--- src/rtl/core/agqz_pkg.sv ---
// shared constants, result type and magnitude helper for the absmax int8 quantiser
package agqz_pkg;

  localparam int GroupSizeDef = 64;
  localparam int SampleW      = 16;
  localparam int AlphaW       = 16;
  localparam int PeakW        = 16;
  localparam int CodeW        = 8;
  localparam int QuotW        = 7;

  localparam logic [AlphaW-1:0] AlphaReset = 16'd16384;
  localparam logic [CodeW-1:0]  CodeLimit  = 8'd127;

  typedef struct packed {
    logic                    done;
    logic signed [CodeW-1:0] code;
  } agqz_result_t;

  // |raw| for a two's complement sample, full negative scale gives 32768
  function automatic logic [PeakW-1:0] magnitude(logic [SampleW-1:0] raw);
    logic [SampleW:0] ext;
    ext = {raw[SampleW-1], raw};
    if (raw[SampleW-1]) begin
      ext = '0 - ext;
    end
    return ext[PeakW-1:0];
  endfunction

endpackage

--- src/rtl/core/agqz_sample_mem.sv ---
// sample store: one write port, one registered read port
module agqz_sample_mem #(
  parameter int Depth = agqz_pkg::GroupSizeDef,
  parameter int AddrW = (Depth > 1) ? $clog2(Depth) : 1
) (
  input  logic                         clk_i,
  input  logic                         wr_en_i,
  input  logic [AddrW-1:0]             wr_addr_i,
  input  logic [agqz_pkg::SampleW-1:0] wr_data_i,
  input  logic                         rd_en_i,
  input  logic [AddrW-1:0]             rd_addr_i,
  output logic [agqz_pkg::SampleW-1:0] rd_data_o
);

  logic [agqz_pkg::SampleW-1:0] mem_q [Depth];

  always_ff @(posedge clk_i) begin
    if (wr_en_i) begin
      mem_q[wr_addr_i] <= wr_data_i;
    end
  end

  always_ff @(posedge clk_i) begin
    if (rd_en_i) begin
      rd_data_o <= mem_q[rd_addr_i];
    end
  end

endmodule

--- src/rtl/core/agqz_scale_unit.sv ---
// scaler: multiply, exact rounding prep and iterative divide to one int8 code
module agqz_scale_unit (
  input  logic                         clk_i,
  input  logic                         rst_ni,
  input  logic                         start_i,
  input  logic [agqz_pkg::SampleW-1:0] sample_i,
  input  logic [agqz_pkg::PeakW-1:0]   peak_i,
  input  logic [agqz_pkg::AlphaW-1:0]  alpha_i,
  input  logic                         ack_i,
  output agqz_pkg::agqz_result_t       result_o
);

  localparam logic [2:0] SIdle = 3'd0;
  localparam logic [2:0] SNum  = 3'd1;
  localparam logic [2:0] SPrep = 3'd2;
  localparam logic [2:0] SDiv  = 3'd3;
  localparam logic [2:0] SDone = 3'd4;

  logic [2:0]  state_q, state_d;
  logic        neg_q, zero_q, sat_q;
  logic [31:0] prod_q;
  logic [38:0] num_q;
  logic [22:0] rem_q;
  logic [agqz_pkg::QuotW-1:0] quot_q;
  logic [2:0]  step_q;

  logic [40:0] sum_w;
  logic [25:0] m_w;
  logic [22:0] lim_w;
  logic [22:0] trial_w;
  logic [agqz_pkg::CodeW-1:0] mag8_w;

  // (2*num + den) / (2*den) with den = peak << 14, shifted down by 15
  assign sum_w   = {1'b0, num_q, 1'b0} + {11'd0, peak_i, 14'd0};
  assign m_w     = sum_w[40:15];
  assign lim_w   = {peak_i, 7'd0};
  assign trial_w = {7'd0, peak_i} << step_q;

  always_comb begin
    state_d = state_q;
    case (state_q)
      SIdle:   if (start_i) state_d = SNum;
      SNum:    state_d = SPrep;
      SPrep:   state_d = SDiv;
      SDiv:    if (step_q == 3'd0) state_d = SDone;
      SDone:   if (ack_i) state_d = SIdle;
      default: state_d = SIdle;
    endcase
  end

  always_ff @(posedge clk_i or negedge rst_ni) begin
    if (!rst_ni) begin
      state_q <= SIdle;
    end else begin
      state_q <= state_d;
    end
  end

  always_ff @(posedge clk_i) begin
    case (state_q)
      SIdle: begin
        if (start_i) begin
          neg_q  <= sample_i[agqz_pkg::SampleW-1];
          zero_q <= (peak_i == '0);
          prod_q <= agqz_pkg::magnitude(sample_i) * alpha_i;
        end
      end
      SNum: begin
        num_q <= {prod_q, 7'd0} - {7'd0, prod_q};
      end
      SPrep: begin
        sat_q  <= (m_w >= {3'd0, lim_w});
        rem_q  <= m_w[22:0];
        quot_q <= '0;
        step_q <= 3'd6;
      end
      SDiv: begin
        if (rem_q >= trial_w) begin
          rem_q          <= rem_q - trial_w;
          quot_q[step_q] <= 1'b1;
        end
        step_q <= step_q - 3'd1;
      end
      default: begin
      end
    endcase
  end

  assign mag8_w = zero_q ? '0 : (sat_q ? agqz_pkg::CodeLimit : {1'b0, quot_q});

  assign result_o.done = (state_q == SDone);
  assign result_o.code = neg_q ? $signed('0 - mag8_w) : $signed(mag8_w);

endmodule

--- src/rtl/core/absmax_group_int8_quantizer.sv ---
// top level: group collection, sequencing of the scaler and the output register
//
// absmax group int8 quantiser
// - input channel (in_valid_i / in_stall_o) takes one weight sample per transfer,
//   group_last_i closes the group; a group also closes on its GROUP_SIZE-th sample
// - a new sample is accepted every clock while the group is being collected
// - once a group is closed the block emits one code per stored sample in arrival
//   order on the output channel (out_valid_o / out_stall_i), last one flagged
// - each code passes through store read, multiply, scale, rounding prep and the
//   seven steps of the one-bit-per-cycle restoring divider in the scaler
// - the input is stalled while codes are produced; it reopens as soon as the
//   last code sits in the output register, so the next group can load meanwhile
// - a stalled receiver holds the output register and the scaler waits on it
// - alpha_gain (Q2.14) is written through the cfg channel, always ready; write
//   it only while the block is idle
// - reset clears the control state, the fill count and the peak, and loads alpha
//   with 1.0; the sample store is not cleared
module absmax_group_int8_quantizer #(
  parameter int GROUP_SIZE = agqz_pkg::GroupSizeDef
) (
  input  logic                               clk_i,
  input  logic                               rst_ni,
  input  logic                               cfg_valid_i,
  output logic                               cfg_ready_o,
  input  logic [agqz_pkg::AlphaW-1:0]        cfg_alpha_gain_i,
  input  logic                               in_valid_i,
  output logic                               in_stall_o,
  input  logic signed [agqz_pkg::SampleW-1:0] weight_sample_i,
  input  logic                               group_last_i,
  output logic                               out_valid_o,
  input  logic                               out_stall_i,
  output logic signed [agqz_pkg::CodeW-1:0]  quant_code_o,
  output logic                               code_last_o
);

  localparam int IdxW = (GROUP_SIZE > 1) ? $clog2(GROUP_SIZE) : 1;
  localparam int CntW = $clog2(GROUP_SIZE + 1);

  localparam logic [1:0] StLoad  = 2'd0;
  localparam logic [1:0] StRead  = 2'd1;
  localparam logic [1:0] StStart = 2'd2;
  localparam logic [1:0] StWait  = 2'd3;

  logic [1:0]                  state_q, state_d;
  logic [CntW-1:0]             fill_q, fill_d;
  logic [CntW-1:0]             total_q, total_d;
  logic [IdxW-1:0]             idx_q, idx_d;
  logic [agqz_pkg::PeakW-1:0]  peak_q, peak_d;
  logic [agqz_pkg::AlphaW-1:0] alpha_q;

  logic                        out_valid_q, out_valid_d;
  logic signed [agqz_pkg::CodeW-1:0] code_q;
  logic                        last_q;

  logic                        in_xfer, out_free, out_load, code_is_last;
  logic [CntW-1:0]             fill_inc;
  logic [agqz_pkg::PeakW-1:0]  in_mag;
  logic [agqz_pkg::SampleW-1:0] rd_data;
  agqz_pkg::agqz_result_t      result;

  // configuration: single register, always ready
  assign cfg_ready_o = 1'b1;

  always_ff @(posedge clk_i or negedge rst_ni) begin
    if (!rst_ni) begin
      alpha_q <= agqz_pkg::AlphaReset;
    end else if (cfg_valid_i) begin
      alpha_q <= cfg_alpha_gain_i;
    end
  end

  // collection side
  assign in_stall_o   = (state_q != StLoad);
  assign in_xfer      = in_valid_i && !in_stall_o;
  assign fill_inc     = fill_q + 1'b1;
  assign in_mag       = agqz_pkg::magnitude(weight_sample_i);

  // emission side
  assign out_free     = !out_valid_q || !out_stall_i;
  assign out_load     = (state_q == StWait) && result.done && out_free;
  assign code_is_last = ((CntW'(idx_q) + 1'b1) == total_q);

  always_comb begin
    state_d     = state_q;
    fill_d      = fill_q;
    total_d     = total_q;
    idx_d       = idx_q;
    peak_d      = peak_q;
    out_valid_d = out_valid_q && out_stall_i;
    case (state_q)
      StLoad: begin
        if (in_xfer) begin
          fill_d = fill_inc;
          if (in_mag > peak_q) begin
            peak_d = in_mag;
          end
          // group closes on the marker or when the store is full
          if (group_last_i || (fill_inc == CntW'(GROUP_SIZE))) begin
            total_d = fill_inc;
            idx_d   = '0;
            state_d = StRead;
          end
        end
      end
      StRead: begin
        state_d = StStart;
      end
      StStart: begin
        state_d = StWait;
      end
      StWait: begin
        if (out_load) begin
          out_valid_d = 1'b1;
          if (code_is_last) begin
            fill_d  = '0;
            peak_d  = '0;
            state_d = StLoad;
          end else begin
            idx_d   = idx_q + 1'b1;
            state_d = StRead;
          end
        end
      end
      default: begin
        state_d = StLoad;
      end
    endcase
  end

  always_ff @(posedge clk_i or negedge rst_ni) begin
    if (!rst_ni) begin
      state_q     <= StLoad;
      fill_q      <= '0;
      total_q     <= '0;
      idx_q       <= '0;
      peak_q      <= '0;
      out_valid_q <= 1'b0;
    end else begin
      state_q     <= state_d;
      fill_q      <= fill_d;
      total_q     <= total_d;
      idx_q       <= idx_d;
      peak_q      <= peak_d;
      out_valid_q <= out_valid_d;
    end
  end

  // output payload register, loaded only on a free slot
  always_ff @(posedge clk_i) begin
    if (out_load) begin
      code_q <= result.code;
      last_q <= code_is_last;
    end
  end

  assign out_valid_o  = out_valid_q;
  assign quant_code_o = code_q;
  assign code_last_o  = last_q;

  agqz_sample_mem #(
    .Depth (GROUP_SIZE),
    .AddrW (IdxW)
  ) u_mem (
    .clk_i     (clk_i),
    .wr_en_i   (in_xfer),
    .wr_addr_i (fill_q[IdxW-1:0]),
    .wr_data_i (weight_sample_i),
    .rd_en_i   (state_q == StRead),
    .rd_addr_i (idx_q),
    .rd_data_o (rd_data)
  );

  agqz_scale_unit u_scale (
    .clk_i    (clk_i),
    .rst_ni   (rst_ni),
    .start_i  (state_q == StStart),
    .sample_i (rd_data),
    .peak_i   (peak_q),
    .alpha_i  (alpha_q),
    .ack_i    (out_load),
    .result_o (result)
  );

  // a code never takes the unused most negative value
  assert property (@(posedge clk_i) disable iff (!rst_ni)
    out_valid_o |-> (quant_code_o != -8'sd128))
    else $error("code outside saturation range");

  // the fill count never runs past the group size
  assert property (@(posedge clk_i) disable iff (!rst_ni)
    fill_q <= CntW'(GROUP_SIZE))
    else $error("fill count beyond group size");

  // while codes are produced the group is not empty
  assert property (@(posedge clk_i) disable iff (!rst_ni)
    (state_q != StLoad) |-> (fill_q != '0) && (total_q != '0))
    else $error("emission with empty group");

  // the scaler is only started when it has no result pending
  assert property (@(posedge clk_i) disable iff (!rst_ni)
    (state_q == StStart) |-> !result.done)
    else $error("scaler restarted with result pending");

endmodule

--- config.mk ---
export PLATFORM = sky130hd
export DESIGN_NAME = absmax_group_int8_quantizer
export DESIGN_NICKNAME = d
export VERILOG_FILES = /design/src/rtl/core/agqz_pkg.sv /design/src/rtl/core/agqz_sample_mem.sv /design/src/rtl/core/agqz_scale_unit.sv /design/src/rtl/core/absmax_group_int8_quantizer.sv
export SDC_FILE = /design/constraint.sdc
export NUM_CORES = 2
export LEC_CHECK = 0
export BUFFER_PORTS_ARGS = -buffer_cell sky130_fd_sc_hd__buf_2
export CAP_MARGIN = 10
export CELL_PAD_IN_SITES_DETAIL_PLACEMENT = 1
export CELL_PAD_IN_SITES_GLOBAL_PLACEMENT = 1
export CORE_MARGIN = 5
export CORE_UTILIZATION = 45
export CTS_BUF_LIST = sky130_fd_sc_hd__clkbuf_8
export CTS_CLUSTER_SIZE = 30
export DETAILED_ROUTE_END_ITERATION = 6
export GPL_ROUTABILITY_DRIVEN = 0
export PLACE_DENSITY_LB_ADDON = 0.1
export RECOVER_POWER = 100
export SETUP_SLACK_MARGIN = 0.5
export SKIP_CTS_REPAIR_TIMING = 1
export SLEW_MARGIN = 10
export SYNTH_ARGS = -nofsm -noshare
export SYNTH_HDL_FRONTEND = slang
export SYNTH_HIERARCHICAL = 1
export SYNTH_SLANG_ARGS = --single-unit
--- constraint.sdc ---
create_clock -name clk_i -period 9.2 [get_ports clk_i]
set_input_delay 0.46 -clock clk_i [delete_from_list [all_inputs] [get_ports clk_i]]
set_output_delay 0.46 -clock clk_i [all_outputs]
set_load 0.05 [all_outputs]
After elaboration in Yosys (flattened, before gate mapping)
Memories as Yosys holds them, arrays and structs flattened. A register that Yosys moved wholly into a read port is not among the register bits.
Index checks and enable logic that the tools add are counted.
Word-level totals
  register bits: 174
  bits in writable memories: 1024
  input bits: 38
  word-level logic and storage cells: 122
  memories: 1
Memories
  u_mem.mem_q: depth 64, width 16, rd ports 1, clocked after memory_dff 1, wr ports 1, RTL line agqz_sample_mem.sv:15  | logic [agqz_pkg::SampleW-1:0] mem_q [Depth];
Operators by class
  add/sub/neg operators: 10
  multiply operators: 1
  $lt $le $gt $ge: 5
  equal/unequal tests: 19
  shifts and indexed selects: 1
  mux-type cells: 41
  bitwise operators: 1
  reductions and logical operators: 25
Operator list (count)
  16-bit 2-to-1 mux: 8
  23-bit one-hot mux with 2 select lines: 1
  40-bit by 30-bit adder with 41-bit output: 1
  39-bit by 32-bit subtractor with 39-bit output: 1
  7-bit 2-to-1 mux: 5
  16-bit by 16-bit multiplier with 32-bit output: 1
  16-bit one-hot mux with 2 select lines: 1
  1-bit by 16-bit subtractor with 16-bit output, first input constant: 2
  7-bit one-hot mux with 2 select lines: 2
  26-bit by 23-bit greater-or-equal comparator with 1-bit output: 1
  6-bit 2-to-1 mux: 4
  23-bit greater-or-equal comparator: 1
  23-bit 2-to-1 mux: 1
  16-bit by 3-bit left shift with 23-bit output: 1
  23-bit subtractor: 1
  16-bit > comparator: 1
  16-bit zero test: 1
  8-bit 2-to-1 mux: 2
  3-bit one-hot mux with 5 select lines: 1
  2-bit inequality test, second input constant: 7
  6-bit one-hot mux with 2 select lines: 1
  5-bit AND reduction: 2
  3-bit 2-to-1 mux: 3
  3-bit AND reduction: 3
  other kinds (29): 51

Longest topological paths before layout
  word-level depth: 7
  mapped depth: 29
  gate-level depth less buffers: 29

Modules after synthesis
The synthesis kept the hierarchy.
By module, submodules not included
  agqz_sample_mem: instances 1, cells an instance 1829, area each 40202.3 µm²
  agqz_scale_unit: instances 1, cells an instance 1778, area each 16211.8 µm²
  absmax_group_int8_quantizer: instances 1, cells an instance 358, area each 3712.3 µm²

Worst setup path before layout
OpenSTA, ideal clock, no wires.
  path kind: reg2reg
  start point: reg u_mem/rd_data_o[0] (netlist name), read port of u_mem.mem_q
  end point: reg u_scale.prod_q[31] (data pin)
  library setup time: 260 ps
  arrival time: 7033 ps
  slack: 1907 ps
  cell stages (with the launch flop): 29
  clock period less this slack: 7293 ps
  cells stage by stage: edfxtp_1 inv_1 ha_1 nand2_1 or3_1 o21ai_0 nand2_1 xor2_1 clkbuf_1 nand2_1 fa_1 fa_1 fa_1 inv_1 fa_1 fa_1 inv_1 fa_1 inv_1 ha_1 nand2_1 nand3b_1 o21ai_0 a2111oi_2 o31ai_2 a31oi_1 a211o_1 a21oi_1 xnor2_1
On the way
  longest elaborated chain between the ends: 5
RTL lines
  start: declaration: RTL line agqz_sample_mem.sv:12  | output logic [agqz_pkg::SampleW-1:0] rd_data_o
  1-bit by 16-bit subtractor with 16-bit output: RTL line agqz_pkg.sv:24  | ext = '0 - ext;
  16-bit 2-to-1 mux *: RTL line agqz_pkg.sv:23  | if (raw[SampleW-1]) begin
  16-bit 2-to-1 mux *: RTL line agqz_scale_unit.sv:62  | if (start_i) begin
  16-bit 2-to-1 mux *: RTL line agqz_scale_unit.sv:60  | case (state_q)
  16-bit by 16-bit multiplier with 32-bit output *: RTL line agqz_scale_unit.sv:65  | prod_q <= agqz_pkg::magnitude(sample_i) * alpha_i;
  end signal: assignment: RTL line agqz_scale_unit.sv:65
  end: declaration: RTL line agqz_scale_unit.sv:21  | logic [31:0] prod_q;
Every way passes the cells marked *; elsewhere a longest branch is shown, timed or not. The select of a mux whose other input is x is not followed.
A chain may end at the register's enable or synchronous reset.

Final worst setup path
  start point: reg u_mem/rd_data_o[15] (netlist name), read port of u_mem.mem_q
  end point: reg u_scale.prod_q[30] (data pin)
The elaborated chain is that of the path after synthesis.

==> results by group <==
Cells and area
  – Final net count: approximately 4600
  – Reg area: approximately 0.036 sq mm
  – Share of layout cells above drive strength 1: ~14%
  – Area delta synth->final: 9.637%
  – Area used by multi-input combinational logic: 0.02209 sq mm
  – Fill cell instance count of the final layout: between 10000 and 15000

Synthesis
  – Synth Warn #: 6
  – Dominant cells by area after synthesis: sky130_fd_sc_hd__edfxtp_1, sky130_fd_sc_hd__mux4_2, sky130_fd_sc_hd__fa_1
  – Portion of the post-synthesis area used by sequential elements: approximately three fifths
  – Post-synthesis instance area: 0.06013 sq mm
  – Post-synth net total: 4409
  – Syn Inst Count: around 4000
  – Average footprint of a synthesized cell: 15.16 sq um
  – Most frequently used flop master after synthesis: sky130_fd_sc_hd__edfxtp_1
  – Area leader, netlist: sky130_fd_sc_hd__edfxtp_1
  – Complex-gate fraction of the synthesized area: 5.327%
  – Dominant combinational cell family by area after synthesis: multiplexers
  – Post-synthesis async set-or-reset flop share: 4.829%
  – Multiplexer share of the synthesized area: 11.69%
  – Count of state elements after synthesis: between 1000 and 1500
  – Number of distinct library cells after synthesis: 93
  – Synth Area in XOR/XNOR: under 10%
  – Adder and majority cell fraction of the synthesized area: a little over a tenth
  – Simple-gate area share of the yosys netlist: 7.044%
  – Fraction of post-synthesis cell area in the top cell type by area: a little under three fifths
  – Number of enable flip-flop cells after synthesis: between 1000 and 1500

Setup path
  – Depth of the critical timing path with buffers and inverters included: 21
  – Critical path class: reg -> reg
  – Launching element type of the critical path: flop
  – Critical path arrival: between 8 and 9 ns
  – Reg2Reg Capture Point: u_scale/prod_q[30]$_DFFE_PP_
  – FF-to-FF Start: u_mem/rd_data_o[15]$_DFFE_PP_
  – Worst reg2reg setup slack: ~0.86 ns
  – Critical path required time: 9.83 ns
  – Cell-by-cell listing of the critical path: o21ai_0, nand2_1, fa_1, fa_1, inv_1, fa_1, fa_1, fa_1, inv_1, fa_1, inv_1, ha_1, a41o_1, a21oi_1, o31ai_1, nand3_1, nand3_1, o21ai_0, o2111ai_1, a21oi_1, xnor2_1
  – Max stage delay on crit path: around 2.0 ns
  – Top delay family on crit path: adder cells
  – Setup crit end: u_scale/prod_q[30]$_DFFE_PP_
  – CP startpoint: u_mem/rd_data_o[15]$_DFFE_PP_
  – Buffers & Inverters on Critical Path: 3
  – Crit-path most repeated cell: sky130_fd_sc_hd__fa_1
  – Standard cell with the maximum stage delay on the critical path: sky130_fd_sc_hd__o21ai_0
  – CP Max Fanout: 17
  – Endpoint class of the critical path: flop
  – Worst Reg2Reg Path Length in Cells: 21

GRT
  – Global-route wire length before repair: between 200000 and 250000 um
  – Pin count of the biggest net entering global routing: 96
  – Antenna violations before repair: 8
  – Overflow left after global routing: 0
  – Combined global-route utilization of all metal layers: around 23%
  – Number of global-route vias before repair: 36890

Job
  – Max Cap Viol: 35

Worst hold path
  – Source of the worst hold timing path: cfg_valid_i
  – Type of the tightest min-delay check: in -> reg

Outcome
  – Failing checks: capacitance limit, slew limit
  – Run status: finished with violations

Clocking
  – Clock net sink count: between 1000 and 1500
  – Total CTS buffers: 198
  – TritonCTS clock tree: done
  – Maximum clock path buffer count: 3
  – Number of H-tree levels: 4
  – Clock latency reported for the late side of the worst-skew pair: 0.90 ns
  – Library cell used as clock root buffer: sky130_fd_sc_hd__clkbuf_8
  – Clock edge transition at the registers on the reported setup and hold paths: around 0.06 ns

Route
  – Drt initial violations: about 2300
  – Total iterations of the first detailed-routing run: 5
  – Number of vias per cell: 5.613
  – Remaining design rule violation count: 0
  – Post-detailed-route wirelength per cell: ~26 um
  – Routed Antenna Nets: 0
  – Wire length reported by the detailed router: 158600 um
  – Number of vias after detailed routing: ~34000

Floorplan
  – Effective utilization at floorplan: a little under half
  – Placeable core region: 0.1331 sq mm
  – Rows: ~130
  – Die span in y: between 300 and 400 um
  – Width of the die: between 300 and 400 um
  – Die Footprint: between 0.1 and 0.15 sq mm
  – Number of top-level pins: 50

Timing
  – Achievable clock frequency: between 0.1 and 0.15 GHz
  – Final worst clock skew: between 0.06 and 0.07 ns
  – Worst slack on hold paths: between 0.15 and 0.2 ns
  – Max Slew Vio Count: around 1400
  – Hold Violations, Final: 0
  – Final clock period utilization by the worst path: 90.64%
  – Post-route minimum period: 8.339 ns
  – Count of final setup violators: 0
  – Setup repair after global routing missed its margin: false
  – Sum Neg Setup Slack: 0 ns
  – Least-Margin Pin Slew: 3.818 ns
  – Slew Limit Headroom: -154.6%

Place
  – Buffers on Ports: 48
  – HPWL after DPL: between 100000 and 150000 um
==> layout by cell type, fill, tap and decap left out, types with 17 or more instances in the layout <==
cell | netlist | layout
sky130_fd_sc_hd__a211oi_1 | 18 | 19
sky130_fd_sc_hd__a21o_1 | 36 | 37
sky130_fd_sc_hd__a21oi_1 | 113 | 113
sky130_fd_sc_hd__a221oi_1 | 17 | 17
sky130_fd_sc_hd__a22oi_1 | 41 | 41
sky130_fd_sc_hd__a31oi_1 | 18 | 18
sky130_fd_sc_hd__and2_1 | 122 | 115
sky130_fd_sc_hd__buf_2 | 38 | 25
sky130_fd_sc_hd__buf_4 | 14 | 33
sky130_fd_sc_hd__clkbuf_1 | 82 | 110
sky130_fd_sc_hd__clkbuf_8 | 2 | 203
sky130_fd_sc_hd__clkinv_1 | 1 | 47
sky130_fd_sc_hd__dfrtp_1 | 57 | 53
sky130_fd_sc_hd__dlygate4sd3_1 | 0 | 19
sky130_fd_sc_hd__edfxtp_1 | 1143 | 1143
sky130_fd_sc_hd__fa_1 | 196 | 196
sky130_fd_sc_hd__ha_1 | 210 | 210
sky130_fd_sc_hd__inv_1 | 313 | 387
sky130_fd_sc_hd__mux2_2 | 55 | 54
sky130_fd_sc_hd__mux2i_1 | 120 | 120
sky130_fd_sc_hd__mux4_2 | 226 | 226
sky130_fd_sc_hd__nand2_1 | 319 | 319
sky130_fd_sc_hd__nand2b_1 | 23 | 23
sky130_fd_sc_hd__nand3_1 | 57 | 57
sky130_fd_sc_hd__nand4_1 | 24 | 24
sky130_fd_sc_hd__nor2_1 | 159 | 158
sky130_fd_sc_hd__nor2b_1 | 46 | 45
sky130_fd_sc_hd__nor3_1 | 31 | 31
sky130_fd_sc_hd__o21ai_0 | 85 | 88
sky130_fd_sc_hd__xnor2_1 | 86 | 86
sky130_fd_sc_hd__xor2_1 | 39 | 39
==> per-stage QoR <==
step | utilization, % | worst slack, ns | std cells | cell area, sq um
2_1_floorplan | - | 1.907 | 3965 | 60130
3_3_place_gp | 47.00 | 1.249 | 5733 | 62570
3_5_place_dp | 47.00 | 1.036 | 5733 | 62570
4_1_cts | 49.73 | 1.060 | 6088 | 66200
5_1_grt | 49.52 | 0.3919 | 6108 | 65920
6_report | 49.52 | 0.8614 | 6109 | 65920
==> registers in the layout, indices dropped and copies added, names as in the netlist, 6 cells and up <==
name / cells
alpha_q: 16
u_scale/quot_q: 7
fill_q: 7
u_scale/prod_q: 32
u_mem/mem_q: 1024
peak_q: 16
u_scale/num_q: 26
idx_q: 6
quant_code_o: 8
u_scale/rem_q: 23
u_mem/rd_data_o: 16
total_q: 7
==> final cells by class <==
class | count | area share (%)
clock inverter | 152 | 1.266
tap | 1768 | 3.356
antenna | 2 | 0.007592
sequential | 1201 | 54.29
multi-input combinational | 2279 | 33.51
clock buffer | 203 | 4.238
inverter | 314 | 1.788
timing repair buffer | 190 | 1.549
==> cells by family after synthesis <==
family | Yosys count
and+or+nand+nor | 868
DFF | 1201
buffers and inverters | 485
adders and majority gates | 406
muxes | 406
xor gates and xnor gates | 126
other | 1
AOI/OAI and AO/OA | 472
==> worst register-to-register path, delay by kind of cell, from the launching register on <==
family / cells / cell delay (ns)
buf+inv: 3 / 0.15
fa+ha+maj: 7 / 3.37
xor+xnor: 1 / 0.07
flops: 1 / 0.63
simple gates: 3 / 0.50
compound gates: 7 / 3.37
==> per-layer routing <==
metal  vias up  GRT usage, %  part of all wire, %
met4         2         5.977                  2.5
met1     17920         29.44                   41
met2       851         39.36                   51
li1      15300             -                    -
met3       211         3.557                  4.9
met5         -             0               0.0069
==> synthesized netlist by cell type (all sizes together) (19+ instances only) <==
cell,count
mux2i,120
clkbuf,87
o21ai,95
a21o,39
mux2,56
nor2b,46
a211oi,19
nand4,24
inv,313
buf,84
nand2b,23
a21oi,113
xnor2,86
ha,210
mux4,230
edfxtp,1143
nor2,161
a22oi,41
dfrtp,57
nand2,320
nor3,31
and2,122
fa,196
nand3,58
xor2,40
==> worst min-delay path by stage <==
stage,end,cells past startpoint
4_1_cts,fill_q[0]$_DFFE_PN0P_,1
6_report,alpha_q[0]$_DFFE_PN0P_,2
3_3_place_gp,total_q[6]$_DFFE_PN0P_,2
3_5_place_dp,total_q[6]$_DFFE_PN0P_,2
5_1_grt,alpha_q[0]$_DFFE_PN0P_,2
2_1_floorplan,alpha_q[0]$_DFFE_PN0P_,0
Power is not shown: default switching activity piles up to over one toggle a cycle in this logic, so the estimate is an artifact.
